### config.mk
export PLATFORM = sky130hd
export DESIGN_NAME = text_console_cursor_scroll_flat
export DESIGN_NICKNAME = d
export VERILOG_FILES = /design/src/rtl/tcc_pkg.sv /design/src/rtl/tcc_in_if.sv /design/src/rtl/tcc_out_if.sv /design/src/rtl/tcc_adv.sv /design/src/rtl/text_console_cursor_scroll.sv /design/src/flat_wrapper.sv
export VERILOG_INCLUDE_DIRS = /design/src /design/src/rtl
export SDC_FILE = /design/constraint.sdc
export NUM_CORES = 1
export LEC_CHECK = 0
export BUFFER_PORTS_ARGS = -buffer_cell sky130_fd_sc_hd__buf_2
export CAP_MARGIN = 10
export CORE_UTILIZATION = 23
export DETAILED_ROUTE_END_ITERATION = 7
export SYNTH_ARGS = -nofsm -noshare
export SYNTH_HDL_FRONTEND = slang
export SYNTH_SLANG_ARGS = --single-unit
### constraint.sdc
create_clock -name clk_i -period 2.8 [get_ports clk_i]
set_input_delay 0.14 -clock clk_i [delete_from_list [all_inputs] [get_ports clk_i]]
set_output_delay 0.14 -clock clk_i [all_outputs]
set_load 0.05 [all_outputs]
### src/rtl/assert_macros.svh
// Assertion macros for the RTL files.
`ifndef ASSERT_MACROS_SVH
`define ASSERT_MACROS_SVH

// The consequent must hold in the same cycle as the antecedent.
`define ASSERT_SAME(lbl, clk, rst_n, ante, cons) \
  lbl: assert property (@(posedge clk) disable iff (!rst_n) (ante) |-> (cons)) \
    else $error("same-cycle implication failed");

// The consequent must hold in the cycle after the antecedent.
`define ASSERT_NEXT(lbl, clk, rst_n, ante, cons) \
  lbl: assert property (@(posedge clk) disable iff (!rst_n) (ante) |=> (cons)) \
    else $error("next-cycle implication failed");

// The expression must hold at every clock edge outside reset.
`define ASSERT_ALWAYS(lbl, clk, rst_n, expr) \
  lbl: assert property (@(posedge clk) disable iff (!rst_n) (expr)) \
    else $error("invariant failed");

`endif

### src/rtl/tcc_pkg.sv
package tcc_pkg;

  // Field widths of the channel words.
  localparam int unsigned CMD_W  = 1;
  localparam int unsigned CHAR_W = 8;
  localparam int unsigned ROW_W  = 3;
  localparam int unsigned COL_W  = 5;

  // Default geometry.
  localparam int unsigned ROWS_DEF     = 8;
  localparam int unsigned COLUMNS_DEF  = 21;
  localparam int unsigned TAB_STOP_DEF = 4;

  // Command codes.
  localparam logic [CMD_W-1:0] CMD_PUT   = 1'b0;
  localparam logic [CMD_W-1:0] CMD_CLEAR = 1'b1;

  // Character codes.
  localparam logic [CHAR_W-1:0] CH_NL    = 8'd10;
  localparam logic [CHAR_W-1:0] CH_CR    = 8'd13;
  localparam logic [CHAR_W-1:0] CH_TAB   = 8'd9;
  localparam logic [CHAR_W-1:0] CH_SPACE = 8'd32;
  localparam logic [CHAR_W-1:0] CH_END   = 8'd0;

  // Kind of cursor move done by the advance unit.
  typedef enum logic {
    ADV_COLUMN,
    ADV_LINE
  } adv_op_e;

endpackage

### src/rtl/tcc_in_if.sv
interface tcc_in_if;
  logic                        valid;
  logic                        ready;
  logic [tcc_pkg::CMD_W-1:0]   command;
  logic [tcc_pkg::CHAR_W-1:0]  char_code;

  modport source (output valid, command, char_code, input ready);
  modport sink   (input valid, command, char_code, output ready);
endinterface

### src/rtl/tcc_out_if.sv
interface tcc_out_if;
  logic                        valid;
  logic                        ready;
  logic [tcc_pkg::ROW_W-1:0]   write_row;
  logic [tcc_pkg::COL_W-1:0]   write_column;
  logic [tcc_pkg::CHAR_W-1:0]  write_char;
  logic [tcc_pkg::ROW_W-1:0]   top_row;
  logic                        last;

  modport source (output valid, write_row, write_column, write_char, top_row, last,
                  input ready);
  modport sink   (input valid, write_row, write_column, write_char, top_row, last,
                  output ready);
endinterface

### src/rtl/tcc_adv.sv
// Cursor advance unit: moves the cursor one column or to the next line,
// wrapping rows and scrolling the top row once the screen has filled.
module tcc_adv #(
  parameter int unsigned ROWS     = tcc_pkg::ROWS_DEF,
  parameter int unsigned COLUMNS  = tcc_pkg::COLUMNS_DEF,
  parameter int unsigned TAB_STOP = tcc_pkg::TAB_STOP_DEF
) (
  input  tcc_pkg::adv_op_e         op_i,
  input  logic [$clog2(ROWS)-1:0]     row_i,
  input  logic [$clog2(COLUMNS)-1:0]  col_i,
  input  logic [$clog2(TAB_STOP)-1:0] phase_i,
  input  logic                        filled_i,
  input  logic [$clog2(ROWS)-1:0]     top_i,
  output logic [$clog2(ROWS)-1:0]     row_o,
  output logic [$clog2(COLUMNS)-1:0]  col_o,
  output logic [$clog2(TAB_STOP)-1:0] phase_o,
  output logic                        filled_o,
  output logic [$clog2(ROWS)-1:0]     top_o
);

  localparam int unsigned RowW = $clog2(ROWS);
  localparam int unsigned ColW = $clog2(COLUMNS);
  localparam int unsigned PhW  = $clog2(TAB_STOP);

  logic line_wrap;
  logic row_wrap;

  // A newline or a step past the last column starts a new row.
  assign line_wrap = (op_i == tcc_pkg::ADV_LINE) || (col_i == ColW'(COLUMNS - 1));
  assign row_wrap  = (row_i == RowW'(ROWS - 1));

  // Column and tab phase restart at zero on a new row.
  always_comb begin
    if (line_wrap) begin
      col_o   = '0;
      phase_o = '0;
    end else begin
      col_o   = ColW'(col_i + 1'b1);
      phase_o = (phase_i == PhW'(TAB_STOP - 1)) ? '0 : PhW'(phase_i + 1'b1);
    end
  end

  // Row wrap sets the filled flag; a filled screen scrolls on each new row.
  always_comb begin
    row_o    = row_i;
    filled_o = filled_i;
    top_o    = top_i;
    if (line_wrap) begin
      row_o    = row_wrap ? '0 : RowW'(row_i + 1'b1);
      filled_o = filled_i | row_wrap;
      if (filled_i | row_wrap) begin
        top_o = (top_i == RowW'(ROWS - 1)) ? '0 : RowW'(top_i + 1'b1);
      end
    end
  end

endmodule

### src/rtl/text_console_cursor_scroll.sv
// Channel | Dir | Word
// --------+-----+------------------------------------------------------------
// in_i    | in  | command, char_code
// out_o   | out | write_row, write_column, write_char, top_row, last
//
// One item at a time; ready is high only while the sequencer is idle.
// A printable character or newline makes one advance pass, then writes its
// character and an end word; a tab makes one pass of the advance unit per space
// to find the final top row, then writes both words per space; a clear writes one end word per row.
// Reset clears the cursor, filled flag, top row and the output register.
// Words are held in the output register until taken; the block waits on it.
`include "assert_macros.svh"

module text_console_cursor_scroll #(
  parameter int unsigned ROWS     = tcc_pkg::ROWS_DEF,
  parameter int unsigned COLUMNS  = tcc_pkg::COLUMNS_DEF,
  parameter int unsigned TAB_STOP = tcc_pkg::TAB_STOP_DEF
) (
  input  logic             clk_i,
  input  logic             rst_ni,
  tcc_in_if.sink           in_i,
  tcc_out_if.source        out_o
);

  localparam int unsigned RowW    = $clog2(ROWS);
  localparam int unsigned ColW    = $clog2(COLUMNS);
  localparam int unsigned PhW     = $clog2(TAB_STOP);
  localparam int unsigned CntW    = $clog2(TAB_STOP + 1);
  localparam int unsigned RowOutW = tcc_pkg::ROW_W;
  localparam int unsigned ColOutW = tcc_pkg::COL_W;
  localparam int unsigned CharW   = tcc_pkg::CHAR_W;

  typedef enum logic [2:0] {
    S_IDLE,
    S_PREP,
    S_EMIT_CHAR,
    S_EMIT_END,
    S_CLEAR
  } state_e;

  state_e state_q, state_d;

  // Cursor state and its shadow copy used to look ahead.
  logic [RowW-1:0] row_q, row_d, sh_row_q, sh_row_d;
  logic [ColW-1:0] col_q, col_d, sh_col_q, sh_col_d;
  logic [PhW-1:0]  ph_q, ph_d, sh_ph_q, sh_ph_d;
  logic            filled_q, filled_d, sh_filled_q, sh_filled_d;
  logic [RowW-1:0] top_q, top_d, sh_top_q, sh_top_d;

  // Item registers.
  tcc_pkg::adv_op_e  op_q, op_d;
  logic [CharW-1:0]  char_q, char_d;
  logic [CntW-1:0]   cnt_q, cnt_d, prep_cnt_q, prep_cnt_d;
  logic [RowW-1:0]   final_top_q, final_top_d;
  logic [RowW-1:0]   clr_row_q, clr_row_d;

  // Output register.
  logic               out_valid_q, out_valid_d;
  logic [RowOutW-1:0] o_row_q, o_row_d, o_top_q, o_top_d;
  logic [ColOutW-1:0] o_col_q, o_col_d;
  logic [CharW-1:0]   o_char_q, o_char_d;
  logic               o_last_q, o_last_d;

  // Shared advance unit ports.
  logic [RowW-1:0] a_row_i, a_row_o, a_top_i, a_top_o;
  logic [ColW-1:0] a_col_i, a_col_o;
  logic [PhW-1:0]  a_ph_i, a_ph_o;
  logic            a_filled_i, a_filled_o;

  logic            out_free;
  logic            emit_go;
  logic            emit_last;
  logic [CntW-1:0] tab_cnt;

  // The look-ahead pass runs on the shadow copy, the emit pass on the cursor.
  always_comb begin
    if (state_q == S_PREP) begin
      a_row_i    = sh_row_q;
      a_col_i    = sh_col_q;
      a_ph_i     = sh_ph_q;
      a_filled_i = sh_filled_q;
      a_top_i    = sh_top_q;
    end else begin
      a_row_i    = row_q;
      a_col_i    = col_q;
      a_ph_i     = ph_q;
      a_filled_i = filled_q;
      a_top_i    = top_q;
    end
  end

  tcc_adv #(
    .ROWS     (ROWS),
    .COLUMNS  (COLUMNS),
    .TAB_STOP (TAB_STOP)
  ) u_adv (
    .op_i     (op_q),
    .row_i    (a_row_i),
    .col_i    (a_col_i),
    .phase_i  (a_ph_i),
    .filled_i (a_filled_i),
    .top_i    (a_top_i),
    .row_o    (a_row_o),
    .col_o    (a_col_o),
    .phase_o  (a_ph_o),
    .filled_o (a_filled_o),
    .top_o    (a_top_o)
  );

  assign out_free = !out_valid_q || out_o.ready;
  assign tab_cnt  = CntW'(TAB_STOP) - CntW'(ph_q);

  // Sequencer.
  always_comb begin
    state_d     = state_q;
    row_d       = row_q;
    col_d       = col_q;
    ph_d        = ph_q;
    filled_d    = filled_q;
    top_d       = top_q;
    sh_row_d    = sh_row_q;
    sh_col_d    = sh_col_q;
    sh_ph_d     = sh_ph_q;
    sh_filled_d = sh_filled_q;
    sh_top_d    = sh_top_q;
    op_d        = op_q;
    char_d      = char_q;
    cnt_d       = cnt_q;
    prep_cnt_d  = prep_cnt_q;
    final_top_d = final_top_q;
    clr_row_d   = clr_row_q;
    emit_go     = 1'b0;
    emit_last   = 1'b0;
    o_row_d     = o_row_q;
    o_col_d     = o_col_q;
    o_char_d    = o_char_q;
    o_top_d     = o_top_q;
    o_last_d    = o_last_q;

    unique case (state_q)
      S_IDLE: begin
        if (in_i.valid) begin
          if (in_i.command == tcc_pkg::CMD_CLEAR) begin
            clr_row_d = '0;
            state_d   = S_CLEAR;
          end else begin
            sh_row_d    = row_q;
            sh_col_d    = col_q;
            sh_ph_d     = ph_q;
            sh_filled_d = filled_q;
            sh_top_d    = top_q;
            case (in_i.char_code) inside
              tcc_pkg::CH_NL, tcc_pkg::CH_CR: begin
                op_d   = tcc_pkg::ADV_LINE;
                char_d = tcc_pkg::CH_END;
                cnt_d  = CntW'(1);
              end
              tcc_pkg::CH_TAB: begin
                op_d   = tcc_pkg::ADV_COLUMN;
                char_d = tcc_pkg::CH_SPACE;
                cnt_d  = tab_cnt;
              end
              default: begin
                op_d   = tcc_pkg::ADV_COLUMN;
                char_d = in_i.char_code;
                cnt_d  = CntW'(1);
              end
            endcase
            prep_cnt_d = cnt_d;
            state_d    = S_PREP;
          end
        end
      end

      // Run every advance on the shadow to learn the top row after the item.
      S_PREP: begin
        sh_row_d    = a_row_o;
        sh_col_d    = a_col_o;
        sh_ph_d     = a_ph_o;
        sh_filled_d = a_filled_o;
        sh_top_d    = a_top_o;
        prep_cnt_d  = CntW'(prep_cnt_q - 1'b1);
        if (prep_cnt_q == CntW'(1)) begin
          final_top_d = a_top_o;
          state_d     = S_EMIT_CHAR;
        end
      end

      // Write the character at the cursor, then advance the cursor.
      S_EMIT_CHAR: begin
        if (out_free) begin
          emit_go  = 1'b1;
          o_row_d  = RowOutW'(row_q);
          o_col_d  = ColOutW'(col_q);
          o_char_d = char_q;
          o_top_d  = RowOutW'(final_top_q);
          o_last_d = 1'b0;
          row_d    = a_row_o;
          col_d    = a_col_o;
          ph_d     = a_ph_o;
          filled_d = a_filled_o;
          top_d    = a_top_o;
          state_d  = S_EMIT_END;
        end
      end

      // Terminate the row text at the new cursor.
      S_EMIT_END: begin
        if (out_free) begin
          emit_go   = 1'b1;
          emit_last = (cnt_q == CntW'(1));
          o_row_d   = RowOutW'(row_q);
          o_col_d   = ColOutW'(col_q);
          o_char_d  = tcc_pkg::CH_END;
          o_top_d   = RowOutW'(final_top_q);
          o_last_d  = emit_last;
          cnt_d     = CntW'(cnt_q - 1'b1);
          state_d   = emit_last ? S_IDLE : S_EMIT_CHAR;
        end
      end

      // Terminate column zero of every row, then return to the home state.
      S_CLEAR: begin
        if (out_free) begin
          emit_go   = 1'b1;
          emit_last = (clr_row_q == RowW'(ROWS - 1));
          o_row_d   = RowOutW'(clr_row_q);
          o_col_d   = '0;
          o_char_d  = tcc_pkg::CH_END;
          o_top_d   = '0;
          o_last_d  = emit_last;
          clr_row_d = RowW'(clr_row_q + 1'b1);
          if (emit_last) begin
            row_d    = '0;
            col_d    = '0;
            ph_d     = '0;
            filled_d = 1'b0;
            top_d    = '0;
            state_d  = S_IDLE;
          end
        end
      end

      default: state_d = S_IDLE;
    endcase

    out_valid_d = emit_go || (out_valid_q && !out_o.ready);
  end

  always_ff @(posedge clk_i or negedge rst_ni) begin
    if (!rst_ni) begin
      state_q     <= S_IDLE;
      row_q       <= '0;
      col_q       <= '0;
      ph_q        <= '0;
      filled_q    <= 1'b0;
      top_q       <= '0;
      sh_row_q    <= '0;
      sh_col_q    <= '0;
      sh_ph_q     <= '0;
      sh_filled_q <= 1'b0;
      sh_top_q    <= '0;
      op_q        <= tcc_pkg::ADV_COLUMN;
      char_q      <= '0;
      cnt_q       <= '0;
      prep_cnt_q  <= '0;
      final_top_q <= '0;
      clr_row_q   <= '0;
      out_valid_q <= 1'b0;
      o_row_q     <= '0;
      o_col_q     <= '0;
      o_char_q    <= '0;
      o_top_q     <= '0;
      o_last_q    <= 1'b0;
    end else begin
      state_q     <= state_d;
      row_q       <= row_d;
      col_q       <= col_d;
      ph_q        <= ph_d;
      filled_q    <= filled_d;
      top_q       <= top_d;
      sh_row_q    <= sh_row_d;
      sh_col_q    <= sh_col_d;
      sh_ph_q     <= sh_ph_d;
      sh_filled_q <= sh_filled_d;
      sh_top_q    <= sh_top_d;
      op_q        <= op_d;
      char_q      <= char_d;
      cnt_q       <= cnt_d;
      prep_cnt_q  <= prep_cnt_d;
      final_top_q <= final_top_d;
      clr_row_q   <= clr_row_d;
      out_valid_q <= out_valid_d;
      o_row_q     <= o_row_d;
      o_col_q     <= o_col_d;
      o_char_q    <= o_char_d;
      o_top_q     <= o_top_d;
      o_last_q    <= o_last_d;
    end
  end

  // Port drive.
  assign in_i.ready         = (state_q == S_IDLE);
  assign out_o.valid        = out_valid_q;
  assign out_o.write_row    = o_row_q;
  assign out_o.write_column = o_col_q;
  assign out_o.write_char   = o_char_q;
  assign out_o.top_row      = o_top_q;
  assign out_o.last         = o_last_q;

  // The cursor stays inside the screen.
  `ASSERT_ALWAYS(a_cursor_range, clk_i, rst_ni,
                 (row_q <= RowW'(ROWS - 1)) && (col_q <= ColW'(COLUMNS - 1)))
  // The look-ahead pass never starts with nothing to do.
  `ASSERT_SAME(a_prep_nonzero, clk_i, rst_ni, state_q == S_PREP, prep_cnt_q != '0)
  // The final word of an item returns the sequencer to idle.
  `ASSERT_NEXT(a_last_idle, clk_i, rst_ni, emit_go && emit_last, state_q == S_IDLE)
  // The emit pass ends on the top row found by the look-ahead pass.
  `ASSERT_NEXT(a_top_match, clk_i, rst_ni,
               (state_q == S_EMIT_END) && emit_go && emit_last, top_q == final_top_q)

endmodule
### src/flat_wrapper.sv
// flat-port wrapper written by rule: the top's interface ports become plain ports
module text_console_cursor_scroll_flat 
#(
  parameter int unsigned ROWS     = tcc_pkg::ROWS_DEF,
  parameter int unsigned COLUMNS  = tcc_pkg::COLUMNS_DEF,
  parameter int unsigned TAB_STOP = tcc_pkg::TAB_STOP_DEF
)
  (clk_i, rst_ni, in_i_valid, in_i_command, in_i_char_code, in_i_ready, out_o_valid, out_o_write_row, out_o_write_column, out_o_write_char, out_o_top_row, out_o_last, out_o_ready);
  tcc_in_if in_i_i ();
  tcc_out_if out_o_i ();
  input  logic clk_i;
  input  logic rst_ni;
  input wire logic [$bits(in_i_i.valid)-1:0] in_i_valid;
  input wire logic [$bits(in_i_i.command)-1:0] in_i_command;
  input wire logic [$bits(in_i_i.char_code)-1:0] in_i_char_code;
  output wire logic [$bits(in_i_i.ready)-1:0] in_i_ready;
  output wire logic [$bits(out_o_i.valid)-1:0] out_o_valid;
  output wire logic [$bits(out_o_i.write_row)-1:0] out_o_write_row;
  output wire logic [$bits(out_o_i.write_column)-1:0] out_o_write_column;
  output wire logic [$bits(out_o_i.write_char)-1:0] out_o_write_char;
  output wire logic [$bits(out_o_i.top_row)-1:0] out_o_top_row;
  output wire logic [$bits(out_o_i.last)-1:0] out_o_last;
  input wire logic [$bits(out_o_i.ready)-1:0] out_o_ready;
  assign in_i_i.valid = in_i_valid;
  assign in_i_i.command = in_i_command;
  assign in_i_i.char_code = in_i_char_code;
  assign in_i_ready = in_i_i.ready;
  assign out_o_valid = out_o_i.valid;
  assign out_o_write_row = out_o_i.write_row;
  assign out_o_write_column = out_o_i.write_column;
  assign out_o_write_char = out_o_i.write_char;
  assign out_o_top_row = out_o_i.top_row;
  assign out_o_last = out_o_i.last;
  assign out_o_i.ready = out_o_ready;
  text_console_cursor_scroll #(.ROWS(ROWS), .COLUMNS(COLUMNS), .TAB_STOP(TAB_STOP)) u_core (.clk_i(clk_i), .rst_ni(rst_ni), .in_i(in_i_i), .out_o(out_o_i));
endmodule
=== Word level (Yosys, flattened, before mapping) ===
Cells that the tools add are included.

* Bits in registers: 73
* Input port bits: 13

* Mux-type cells: 86
* Reductions and logical operators: 28
* $add $sub $neg: 8
* Equal/unequal tests: 24
* Bitwise logic cells: 2

{| class="wikitable"
|+ Operators with widths
! operator !! count
|-
| $mux W3 || 32
|-
| $pmux W3 S2 || 9
|-
| $mux W5 || 9
|-
| $mux W8 || 4
|-
| $pmux W5 S2 || 3
|-
| $eq A8 B4 Y1 const B || 3
|-
| $mux W2 || 9
|-
| $pmux W8 S2 || 1
|-
| $reduce_and A4 Y1 || 4
|-
| $pmux W3 S5 || 1
|-
| $mux W1 || 13
|-
| $eq A3 B3 Y1 const B || 4
|-
| $ne A2 B1 Y1 const B || 6
|-
| $reduce_and A3 Y1 || 4
|-
| $reduce_bool A2 Y1 || 6
|-
| $add A3 B1 Y3 const B || 3
|-
| $eq A3 B1 Y1 const B || 3
|-
| $ne A2 B2 Y1 const B || 4
|-
| $pmux W2 S2 || 2
|-
| $eq A3 B2 Y1 const B || 2
|-
| $reduce_and A6 Y1 || 1
|-
| $reduce_or A2 Y1 || 3
|-
| $sub A3 B1 Y3 const B || 2
|-
| $add A5 B1 Y5 const B || 1
|-
| 15 further kinds || 19
|}

=== Logic depth before layout (Yosys ltp) ===
Gate-level depths: netlist (run 1).

* Word-level depth: 8
* Gate-level depth with buffers: 12

=== Modules after synthesis ===
Synthesis (run 1) repeated with hierarchy kept, for this count alone.

* Cells, all modules: 434
* Area total of the unflattened synthesis: 3,943.8 sq um

{| class="wikitable"
|+ Modules (own cells, without submodules)
! module !! area each (sq um) !! times used !! cells an instance
|-
| text_console_cursor_scroll || 3,646.0 || 1 || 399
|-
| tcc_adv || 297.8 || 1 || 35
|}

=== Worst setup path before layout (run 1) ===
OpenSTA, ideal clock, no wires.

* Kind: flip-flop to flip-flop
* Start point: reg u_core.state_q[1]
* End point: reg u_core.final_top_q[0]
* Arrival time: 2.586 ns
* Cell stages (with the launch flop): 11
* Slack: 0.089 ns
* Clock period less this slack: 2.711 ns
* Library setup time: 0.125 ns
* Data required time: 2.675 ns
* Cells stage by stage: dfrtp_1 or3b_1 clkbuf_1 clkbuf_1 mux2i_1 ha_1 nand4b_1 o221ai_4 nand2_4 xnor2_1 mux2_2

* Word-level cells in the longest chain between the ends: 6
* Elaborated cells between the ends (all ways): 15

{| class="wikitable"
|+ RTL lines
! item !! RTL line !! text
|-
| from (decl) || text_console_cursor_scroll.sv:41 || <nowiki>state_e state_q, state_d;</nowiki>
|-
| from (signal assigned) || text_console_cursor_scroll.sv:276 || <nowiki>state_q <= state_d;</nowiki>
|-
| $eq A3 B1 Y1 * || text_console_cursor_scroll.sv:77, text_console_cursor_scroll.sv:140 ||
|-
| $mux W3 || text_console_cursor_scroll.sv:77 || <nowiki>if (state_q == S_PREP) begin</nowiki>
|-
| $add A3 B1 Y3 (tied with other cells) || tcc_adv.sv:52 || <nowiki>top_o = (top_i == RowW'(ROWS - 1)) ? '0 : RowW'(top_i + 1'b1);</nowiki>
|-
| $mux W3 or $or A1 B1 Y1 (tied branches) || tcc_adv.sv:52, tcc_adv.sv:51 ||
|-
| $mux W3 || tcc_adv.sv:51 || <nowiki>if (filled_i | row_wrap) begin</nowiki>
|-
| $mux W3 || tcc_adv.sv:48 || <nowiki>if (line_wrap) begin</nowiki>
|-
| to (signal assigned) || text_console_cursor_scroll.sv:291 || <nowiki>final_top_q <= final_top_d;</nowiki>
|-
| to (decl) || text_console_cursor_scroll.sv:54 || <nowiki>logic [RowW-1:0] final_top_q, final_top_d;</nowiki>
|}

Mark *: on every way between the ends. The rest lies on a longest branch, timed or not.
A chain may end at the register's enable or synchronous reset.

=== Final worst setup path (run 1) ===
* Start point: reg u_core.state_q[1]
* End point: reg u_core.sh_top_q[0]

* Word-level cells in the longest chain between the ends: 7
* Elaborated cells between the ends (all ways): 20

{| class="wikitable"
|+ RTL lines
! item !! RTL line !! text
|-
| $eq A3 B1 Y1 || text_console_cursor_scroll.sv:77, text_console_cursor_scroll.sv:140 ||
|-
| $mux W3 || text_console_cursor_scroll.sv:77 ||
|-
| $add A3 B1 Y3 (tied with other cells) || tcc_adv.sv:52 ||
|-
| $mux W3 or $or A1 B1 Y1 (tied branches) || tcc_adv.sv:52, tcc_adv.sv:51 ||
|-
| $mux W3 || tcc_adv.sv:51 ||
|-
| $mux W3 || tcc_adv.sv:48 ||
|-
| $pmux W3 S2 || text_console_cursor_scroll.sv:140 || <nowiki>unique case (state_q)</nowiki>
|-
| to (signal assigned) || text_console_cursor_scroll.sv:286 || <nowiki>sh_top_q <= sh_top_d;</nowiki>
|-
| to (decl) || text_console_cursor_scroll.sv:48 || <nowiki>logic [RowW-1:0] top_q, top_d, sh_top_q, sh_top_d;</nowiki>
|}

Several ways; a longest one is shown, not always the timed one.

==> reports/metrics.cfg, run 1 <==
[status]
run_status=complete, no violations

[grt]
grt_max_degree=41
grt_overflow=0
grt_pass1_wl_um=15610
grt_pass1_vias=3123
antenna_found_initial=0
grt_usage_pct=11.90

[detailed_routing]
drc=0
vias_per_cell=4.627
drt_iter0_drc=209
wirelength_um=9327
vias=3123
post_drt_wl_per_cell_um=13.82
postRouteAntennaNets=0
dr.pass1.iters=5

[critical_path]
cp.arrival_ns=2.93
cp.required_ns=3.07
critPathSlowestCell=or3b_1
cp_top_family=compound AO/OA/AOI/OAI gates
path_buf_inv=0
worstPathMaxFanout=8
critical_path_class=flop to flop
path_cells=or3b_1 > mux2i_2 > ha_1 > nand4b_1 > o221ai_4 > nand2_4 > o21ai_0 > o221a_2
critical_path.max_stage_delay_ns=0.46
startpoint_type=flop
end_kind=flop

[final_layout]
antennaDiodeCount=0
fin_area_um2=4574
drive_gt1_share_pct=16.78
synthToLayoutAreaGrowth_pct=20.11
nets=479
instances_no_fill=675

[sta]
tightest_slew_ns=0.8048
maxSlewViolCount=0
setup_tns_ns=0
fmax_mhz=376.3
min_period_over_period_pct=94.92
final-setup-viol-count=0
fin_crit_ns=2.658
fin_skew_ns=0.005663
hold_viol_final=0
slew_headroom_pct=46.35

[clock_tree]
insertion_delay_ns=0.33
clk_pin_slew_worst_paths_ns=0.06
clock_path_buffers=2
cts_tree=built
clock-sinks=73
htree_levels=3
cts_buffers=9
cts-root-buf=clkbuf_16

[flow_run]
cap_violations=0

[logic_synthesis]
synth_ff_type=dfrtp_1
ys_seq_area_share_pct=47.96
synth_edf_count=0
synthCells=415
async_flop_share_pct=100.0
syn_nets=440
synth.distinct_cells=57
syn_avg_cell_area_um2=9.177
syn-cell-area_um2=3809
synth-seq-cells=73
ys_warn_count=0

[placement]
io_buffers=34
gpl.final_weighted_congestion=0.8461
postPlaceCellArea_um2=4274
dp_hpwl_um=6904
dp.cells=657

[floorplan]
start_util_pct=23.80
die_h_um=130.7
core_area_um2=16000
ios=35
row_count=46
fp.dieW_um=130.7
die_area_um2=17080

[worst_hold_path]
holdCritPathClass=input port to flop

[power]
seqPwrFrac_pct=32.9
p_clk_share_pct=19.5
leakagePower_nw=2.057
p_sw_mw=2.390
swShare_pct=44.38
p_int_mw=2.995
ir_worst_vdd_mv=0.3995
comb_power_share_pct=47.7
p_per_area_nw_per_um2=1177

## state kept, by name, summed over array words and instances, names as in the netlist, 5 cells and up
register                   flops
u_core.col_q                   5
u_core.char_q                  8
u_core.out_o.write_char        8
u_core.out_o.write_column      5
u_core.sh_col_q                5
## layout make-up
class / count / area, um2
repair buffers: 49 / 297.8
fillers: 1725 / 11430
flip-flops and latches: 73 / 1827
inverters: 15 / 56.30
clock inverters: 3 / 15.01
well taps: 216 / 270.3
multi-input cells: 306 / 1848
clock buffers: 13 / 260.3
## Yosys cell counts (2+ instances only)
| cell type | n | area (um2) |
|---|---|---|
| nor4_1 | 2 | 12.51 |
| a31oi_1 | 3 | 18.77 |
| o221a_2 | 4 | 45.04 |
| o221ai_1 | 3 | 26.28 |
| nor2_1 | 21 | 78.83 |
| a22oi_1 | 2 | 15.01 |
| a211oi_1 | 2 | 15.01 |
| a22o_1 | 7 | 61.31 |
| nand3_1 | 15 | 75.07 |
| nand2_1 | 93 | 349.1 |
| nor3_1 | 7 | 35.03 |
| a21oi_1 | 15 | 75.07 |
| o21ai_0 | 47 | 235.2 |
| mux2_2 | 2 | 22.52 |
| clkbuf_1 | 14 | 52.55 |
| dfrtp_1 | 73 | 1827 |
| xor2_1 | 3 | 26.28 |
| a21o_1 | 2 | 15.01 |
| o31ai_1 | 5 | 37.54 |
| xnor2_1 | 3 | 26.28 |
| inv_1 | 15 | 56.30 |
| o22ai_1 | 4 | 25.02 |
| nand2b_1 | 5 | 31.28 |
| a32o_1 | 3 | 30.03 |
| nor2b_1 | 4 | 25.02 |
| buf_2 | 5 | 25.02 |
| nand3b_1 | 4 | 30.03 |
| and3_1 | 2 | 12.51 |
| mux2i_1 | 10 | 100.1 |
| ha_1 | 12 | 150.1 |
| nand4_1 | 2 | 12.51 |
## routing by layer
metal / share of wire, % / global-route usage, %
met5: 0 / 0
met4: 0.74 / 4.665
met1: 46 / 14.19
met2: 50 / 20.67
met3: 4.0 / 2.769
## worst register-to-register path: cells and delay by family (launching register included)
family	cells	cell delay, ns
AO/OA/AOI/OAI	3	0.93
adder cells (fa/ha/maj)	1	0.24
flip-flops	1	0.38
multiplexers	1	0.27
AND/OR/NAND/NOR	3	0.79
## power by group through the flow
stage,Combinational (mW),Sequential [mW],Clock (mW)
floorplan,1.55,2.09,0
global placement,2.49,1.77,0
detailed placement,2.56,1.78,0
CTS,2.57,1.77,1.07
global route,2.87,1.83,1.11
finish,2.57,1.77,1.05
## cells by family after synthesis
group | after synthesis | synth area share [%]
AND/OR/NAND/NOR | 168 | 20.93
AO/OA/AOI/OAI | 108 | 18.76
flip-flops | 73 | 47.96
buffers and inverters | 36 | 3.811
multiplexers | 12 | 3.220
adder cells (fa/ha/maj) | 12 | 3.942
XOR/XNOR | 6 | 1.380
## cell usage in the layout (no fill, tap or decap), types with 5 or more instances in the layout
cell and count:
buf_4 13, nand3_1 15, nor2_1 21, buf_2 34, nand2b_1 5, nand2_1 93, mux2i_1 8, o31ai_1 5
dfrtp_1 73, ha_1 12, o21ai_0 46, clkbuf_16 9, nor3_1 7, a22o_1 7, inv_1 15, a21oi_1 15
## repair_timing
item	CTS	global route
setup buffers	0	1
hold endpoints to repair	33	0
gates resized for setup	0	2
hold buffers	1	0
endpoints found under the setup margin	0	5
## worst paths after layout
kind,from,end,slack [ns],cells after the start
worst max-delay path,u_core.state_q[1],u_core.sh_top_q[0],0.14,8
worst min-delay path,in_i_char_code[7],u_core.char_q[7],0.05,3
worst max register to register,u_core.state_q[1],u_core.sh_top_q[0],0.14,8
worst min register to register,u_core.out_o.write_char[6],u_core.out_o.write_char[6],0.47,2
max in group asynchronous,rst_ni,u_core.state_q[2],1.67,3
min in group asynchronous,rst_ni,u_core.out_o.top_row[2],0.45,2
## through the flow
stage	total power, mW	util [%]	worst slack [ns]	hold WS, ns
2_1_floorplan	3.634	-	0.08941	-0.1556
3_3_place_gp	4.251	26.71	0.2975	0.2628
3_5_place_dp	4.342	26.71	0.1472	0.2739
4_1_cts	5.405	28.50	0.1426	0.05080
5_1_grt	5.804	28.59	-0.005137	0.06692
6_report	5.385	28.59	0.1423	0.04959
Note: power is estimated with default switching activity, not from simulation.
==> run 2: changes to the inputs <==
==> constraint.sdc (replaced) <==
create_clock -name clk_i -period 2.4 [get_ports clk_i]
set_input_delay 0.12 -clock clk_i [delete_from_list [all_inputs] [get_ports clk_i]]
set_output_delay 0.12 -clock clk_i [all_outputs]
set_load 0.05 [all_outputs]
==> reports/metrics.cfg, run 2 (same netlist as run 1, synthesis figures left out) <==
[grt]
grt_pass1_vias=3185  ; +2.0%
antenna_found_initial=0  ; unchanged
grt_usage_pct=12.41  ; +0.51 points
grt_max_degree=35  ; -15%
grt_pass1_wl_um=16020  ; +2.7%
grt_overflow=0  ; unchanged

[final_layout]
layout_common_cells=nand2_1, dfrtp_1, o21ai_0, buf_4, buf_2
antennaDiodeCount=0  ; unchanged
multiInputGateArea_um2=1993  ; +7.9%
drive_gt1_share_pct=26.54  ; +9.8 points
seq_area_um2=1828  ; about the same
synthToLayoutAreaGrowth_pct=31.01
nets=507  ; +5.8%
final_core_util_pct=31.19  ; +2.6 points
fillers=1670  ; -3.2%
mostFrequentLayoutCell=nand2_1
fin_area_um2=4990  ; +9.1%

[worst_hold_path]
hold_start=in_i_char_code[7]
holdCritPathClass=input port to flop
hold_path_depth=3  ; unchanged

[clock_tree]
insertion_delay_ns=0.34  ; about the same
cts_buffers=9  ; unchanged
clock-sinks=73  ; unchanged
clock_path_buffers=2  ; unchanged
cts_tree=built
cts-root-buf=clkbuf_16
clk_pin_slew_worst_paths_ns=0.06  ; about the same
htree_levels=3  ; unchanged

[floorplan]
die_h_um=130.7  ; unchanged
row_count=46  ; unchanged
start_util_pct=23.80  ; unchanged
die_area_um2=17080  ; unchanged
ios=35  ; unchanged
core_area_um2=16000  ; unchanged
fp.dieW_um=130.7  ; unchanged

[detailed_routing]
drt_iter0_drc=242  ; +16%
postRouteAntennaNets=0  ; unchanged
wirelength_um=9939  ; +6.6%
dr.pass1.iters=4  ; -1
vias_per_cell=4.625  ; about the same
post_drt_wl_per_cell_um=14.16  ; +2.5%
vias=3247  ; +4.0%
drc=0  ; unchanged

[sta]
fmax_mhz=398.9  ; +6.0%
maxSlewViolCount=0  ; unchanged
slew_headroom_pct=54.71  ; +8.4 points
timing.final.ws_setup_ns=-0.1072  ; -0.2494 ns
fin_crit_ns=2.507  ; -0.1506 ns
hold_viol_final=0  ; unchanged
tightest_slew_ns=0.6793  ; -0.1255 ns
hold_ws_ns=0.01146  ; -0.03813 ns
fin_skew_ns=0.006682  ; +0.001019 ns
setup_tns_ns=-0.6149  ; -0.6149 ns
final-setup-viol-count=10  ; +10
rsz0062_at_grt=yes
min_period_over_period_pct=104.5  ; +9.5 points

[power]
finalPower_mw=7.102  ; +32%
leakagePower_nw=2.227  ; +8.3%
p_per_area_nw_per_um2=1423  ; +21%
ir_worst_vdd_mv=0.4576  ; +15%

[critical_path]
cp.required_ns=2.68  ; -0.39 ns
startpoint_type=flop
reg2regPathDepth=13  ; +5
r2r_slack_ns=-0.11  ; -0.25 ns
r2r_start=u_core.state_q[0]
cp-startpoint=u_core.state_q[0]
critical_path_class=flop to flop
cp.arrival_ns=2.78  ; -0.15 ns
end_kind=flop
worstPathMaxFanout=15  ; +7

[placement]
gpl.final_weighted_congestion=0.8766  ; +3.6%
postPlaceCellArea_um2=4439  ; +3.9%
dp_hpwl_um=7368  ; +6.7%
io_buffers=34  ; unchanged

[status]
violations=setup timing
run_status=finished, violations left

[flow_run]
cap_violations=0  ; unchanged

==> run 2: layout make-up <==
type,instances,area share [%]
Clock buffer,13,5.416
Clock inverter,2,0.7523
Inverter,15,1.128
Multi-Input combinational cell,306,39.94
Sequential cell,73,36.63
Tap cell,216,5.416
Timing Repair Buffer,77,10.71
==> run 2: worst paths after layout <==
check                                               end
min                                    u_core.char_q[7]
max                                   u_core.sh_ph_q[0]
max in group asynchronous  u_core.out_o.write_column[4]
max reg2reg                           u_core.sh_ph_q[0]
min in group asynchronous                u_core.ph_q[0]
min reg2reg                   u_core.out_o.write_row[2]
==> run 2: metal layers <==
| layer | share of wire [%] | track usage (%) | vias to the layer above |
|---|---|---|---|
| li1 | - | - | 1613 |
| met1 | 45 | 15.07 | 1557 |
| met2 | 49 | 20.88 | 64 |
| met3 | 4.5 | 3.094 | 13 |
| met4 | 1.6 | 5.206 | 0 |
| met5 | 0 | 0 | - |
==> run 2: critical path: stages, from the launching register on <==
cell	delay (ns)
dfrtp_2	0.35
buf_4	0.20
nor3b_4	0.36
nand2_1	0.10
nand2_1	0.09
inv_1	0.05
ha_2	0.17
nand4b_1	0.19
o221ai_4	0.15
buf_12	0.16
buf_4	0.12
buf_4	0.12
o21ai_0	0.16
o221a_2	0.21
==> run 2: timing repair <==
item	CTS	global route
setup endpoints to repair	17	27
endpoints found under the hold margin	27	0
gates resized for setup	5	35
gates cloned	0	0
pin swaps	4	12
hold buffers	2	0
buffers inserted	2	5
==> run 2: power by group <==
group	internal (mW)	switching, mW
registers	1.71	0.368
clock network	0.884	0.500
logic	1.45	2.19
total	4.04	3.06
==> run 2: through the flow <==
| step | setup slack (ns) | std cells |
|---|---|---|
| 6_report | -0.1072 | 702 |
| 5_1_grt | -0.2299 | 702 |
| 4_1_cts | -0.06368 | 697 |
| 3_5_place_dp | -0.1197 | 678 |
| 3_3_place_gp | -0.06143 | 678 |
| 2_1_floorplan | -0.2520 | 415 |
==> run 3: changes to the inputs <==
--- a/config.mk
+++ b/config.mk
@@ -7,9 +7,10 @@
 export NUM_CORES = 1
 export LEC_CHECK = 0
 export BUFFER_PORTS_ARGS = -buffer_cell sky130_fd_sc_hd__buf_2
-export CAP_MARGIN = 10
+export CAP_MARGIN = 20
 export CORE_UTILIZATION = 23
 export DETAILED_ROUTE_END_ITERATION = 7
+export SETUP_SLACK_MARGIN = 0.15
 export SYNTH_ARGS = -nofsm -noshare
 export SYNTH_HDL_FRONTEND = slang
 export SYNTH_SLANG_ARGS = --single-unit
==> reports/metrics.cfg, run 3 (same netlist as run 1, synthesis figures left out) <==
[status]
run_status=finished, violations left
violations=setup timing

[worst_hold_path]
hold_path_depth=3  ; unchanged
hold_path_end=u_core.char_q[6]
hold_start=in_i_char_code[6]
holdCritPathClass=input port to flop

[detailed_routing]
vias_per_cell=4.653  ; +0.59%
postRouteAntennaNets=0  ; unchanged
wirelength_um=9723  ; -2.2%
drt_iter0_drc=354  ; +46%
drc=0  ; unchanged
post_drt_wl_per_cell_um=13.68  ; -3.4%
vias=3308  ; +1.9%
dr.pass1.iters=4  ; unchanged

[floorplan]
die_area_um2=17080  ; unchanged
die_h_um=130.7  ; unchanged
start_util_pct=23.80  ; unchanged
ios=35  ; unchanged
core_area_um2=16000  ; unchanged
row_count=46  ; unchanged
fp.dieW_um=130.7  ; unchanged

[clock_tree]
cts_buffers=9  ; unchanged
clk_pin_slew_worst_paths_ns=0.06  ; about the same
clock_path_buffers=2  ; unchanged
clock-sinks=73  ; unchanged
cts_tree=built
htree_levels=3  ; unchanged
cts-root-buf=clkbuf_16
insertion_delay_ns=0.34  ; about the same

[grt]
grt_usage_pct=12.30  ; -0.11 points
grt_overflow=0  ; unchanged
antenna_found_initial=0  ; unchanged
grt_pass1_vias=3237  ; +1.6%
grt_max_degree=39  ; +11%
grt_pass1_wl_um=16100  ; +0.47%

[power]
swShare_pct=42.18  ; -0.87 points
comb_power_share_pct=51.4  ; +0.2 points
finalPower_mw=7.195  ; +1.3%
ir_worst_vdd_mv=0.4880  ; +6.7%
p_per_area_nw_per_um2=1420  ; -0.22%
seqPwrFrac_pct=28.9  ; -0.4 points
p_sw_mw=3.035  ; -0.73%
p_int_mw=4.160  ; +2.9%
p_clk_share_pct=19.7  ; +0.2 points
leakagePower_nw=2.271  ; +2.0%

[critical_path]
worstPathMaxFanout=7  ; -8
cp.arrival_ns=2.69  ; -0.09 ns
cp.required_ns=2.60  ; -0.08 ns
r2r_slack_ns=-0.08  ; +0.03 ns
r2r_start=u_core.state_q[1]
critical_path_class=flop to flop
rr_endpoint=u_core.final_top_q[2]
startpoint_type=flop
reg2regPathDepth=8  ; -5
end_kind=flop

[sta]
slew_headroom_pct=61.07  ; +6.4 points
min_period_over_period_pct=103.4  ; -1.1 points
fmax_mhz=403.0  ; +1.0%
maxSlewViolCount=0  ; unchanged
tightest_slew_ns=0.5828  ; -0.09647 ns
fin_crit_ns=2.482  ; -0.02562 ns
hold_viol_final=0  ; unchanged
rsz0062_at_grt=yes
setup_tns_ns=-0.4730  ; +0.1420 ns
timing.final.ws_setup_ns=-0.08154  ; +0.02562 ns
final-setup-viol-count=10  ; unchanged
fin_skew_ns=0.009353  ; +0.002671 ns

[final_layout]
multiInputGateArea_um2=1981  ; -0.63%
nets=515  ; +1.6%
synthToLayoutAreaGrowth_pct=33.02
drive_gt1_share_pct=27.27  ; +0.73 points
layout_common_cells=nand2_1, dfrtp_1, o21ai_0, buf_4, buf_2
antennaDiodeCount=0  ; unchanged
final_core_util_pct=31.66  ; +0.48 points
seq_area_um2=1828  ; unchanged
fin_area_um2=5066  ; +1.5%
mostFrequentLayoutCell=nand2_1
fillers=1671  ; +0.060%

[placement]
postPlaceCellArea_um2=4454  ; +0.34%
preCtsSetupSlack_ns=-0.09425  ; +0.02545 ns
io_buffers=34  ; unchanged
dp_hpwl_um=7199  ; -2.3%
gpl.final_weighted_congestion=0.8659  ; -1.2%

[flow_run]
cap_violations=0  ; unchanged

[run 3: metal layers]
layer  part of all wire [%]  global-route usage (%)  vias up
met3                    4.2                   2.809       18
met1                     45                   15.25     1587
li1                       -                       -     1621
met4                    2.0                   5.544        0
met5                      0                       0        -
met2                     49                   20.35       82
[run 3: power groups by stage]
stage          clock (mW)  combinational (mW)  sequential (mW)
2_1_floorplan           0                1.85             2.44
5_1_grt              1.50                4.07             2.15
3_3_place_gp            0                3.15             2.07
6_report             1.41                3.70             2.08
3_5_place_dp            0                3.22             2.08
4_1_cts              1.44                3.49             2.07
[run 3: worst max-delay path, cell delays in order (launching register included)]
cell,delay [ns]
dfrtp_1,0.39
or3b_4,0.44
mux2i_2,0.21
ha_2,0.23
nand4b_1,0.17
o221ai_4,0.38
nand3_1,0.20
xor2_1,0.22
o21ai_0,0.10
[run 3: how the worst max path moves through the flow]
stage	slack, ns	to	start
5_1_grt	-0.18	u_core.final_top_q[2]	u_core.state_q[1]
6_report	-0.08	u_core.final_top_q[2]	u_core.state_q[1]
3_5_place_dp	-0.09	u_core.sh_col_q[1]	u_core.state_q[2]
4_1_cts	-0.03	u_core.final_top_q[2]	u_core.state_q[2]
3_3_place_gp	-0.04	u_core.final_top_q[0]	u_core.state_q[1]
2_1_floorplan	-0.25	u_core.final_top_q[0]	u_core.state_q[1]
[run 3: metrics by stage]
step,instances,hold slack [ns]
after CTS,704,0.001542
after floorplan,415,-0.1756
after detailed placement,678,0.1220
after global routing,711,0.02119
final,711,0.007344
after global placement,678,0.1095
[run 3: area by class of cell]
cell class                 instances  share of cell area, %
clock buffer                      13                  4.939
clock inverter                     3                  1.284
inverter                          15                  1.161
multi-input combinational        306                  39.10
sequential                        73                  36.08
tap                              216                  5.335
timing repair buffer              85                  12.10
[run 3: what timing repair did]
action,CTS,global route
hold buffers,2,0
buffers inserted,8,7
endpoints found under the setup margin,29,31
hold endpoints to repair,19,0
pin swaps,15,18
gates resized for setup,24,18
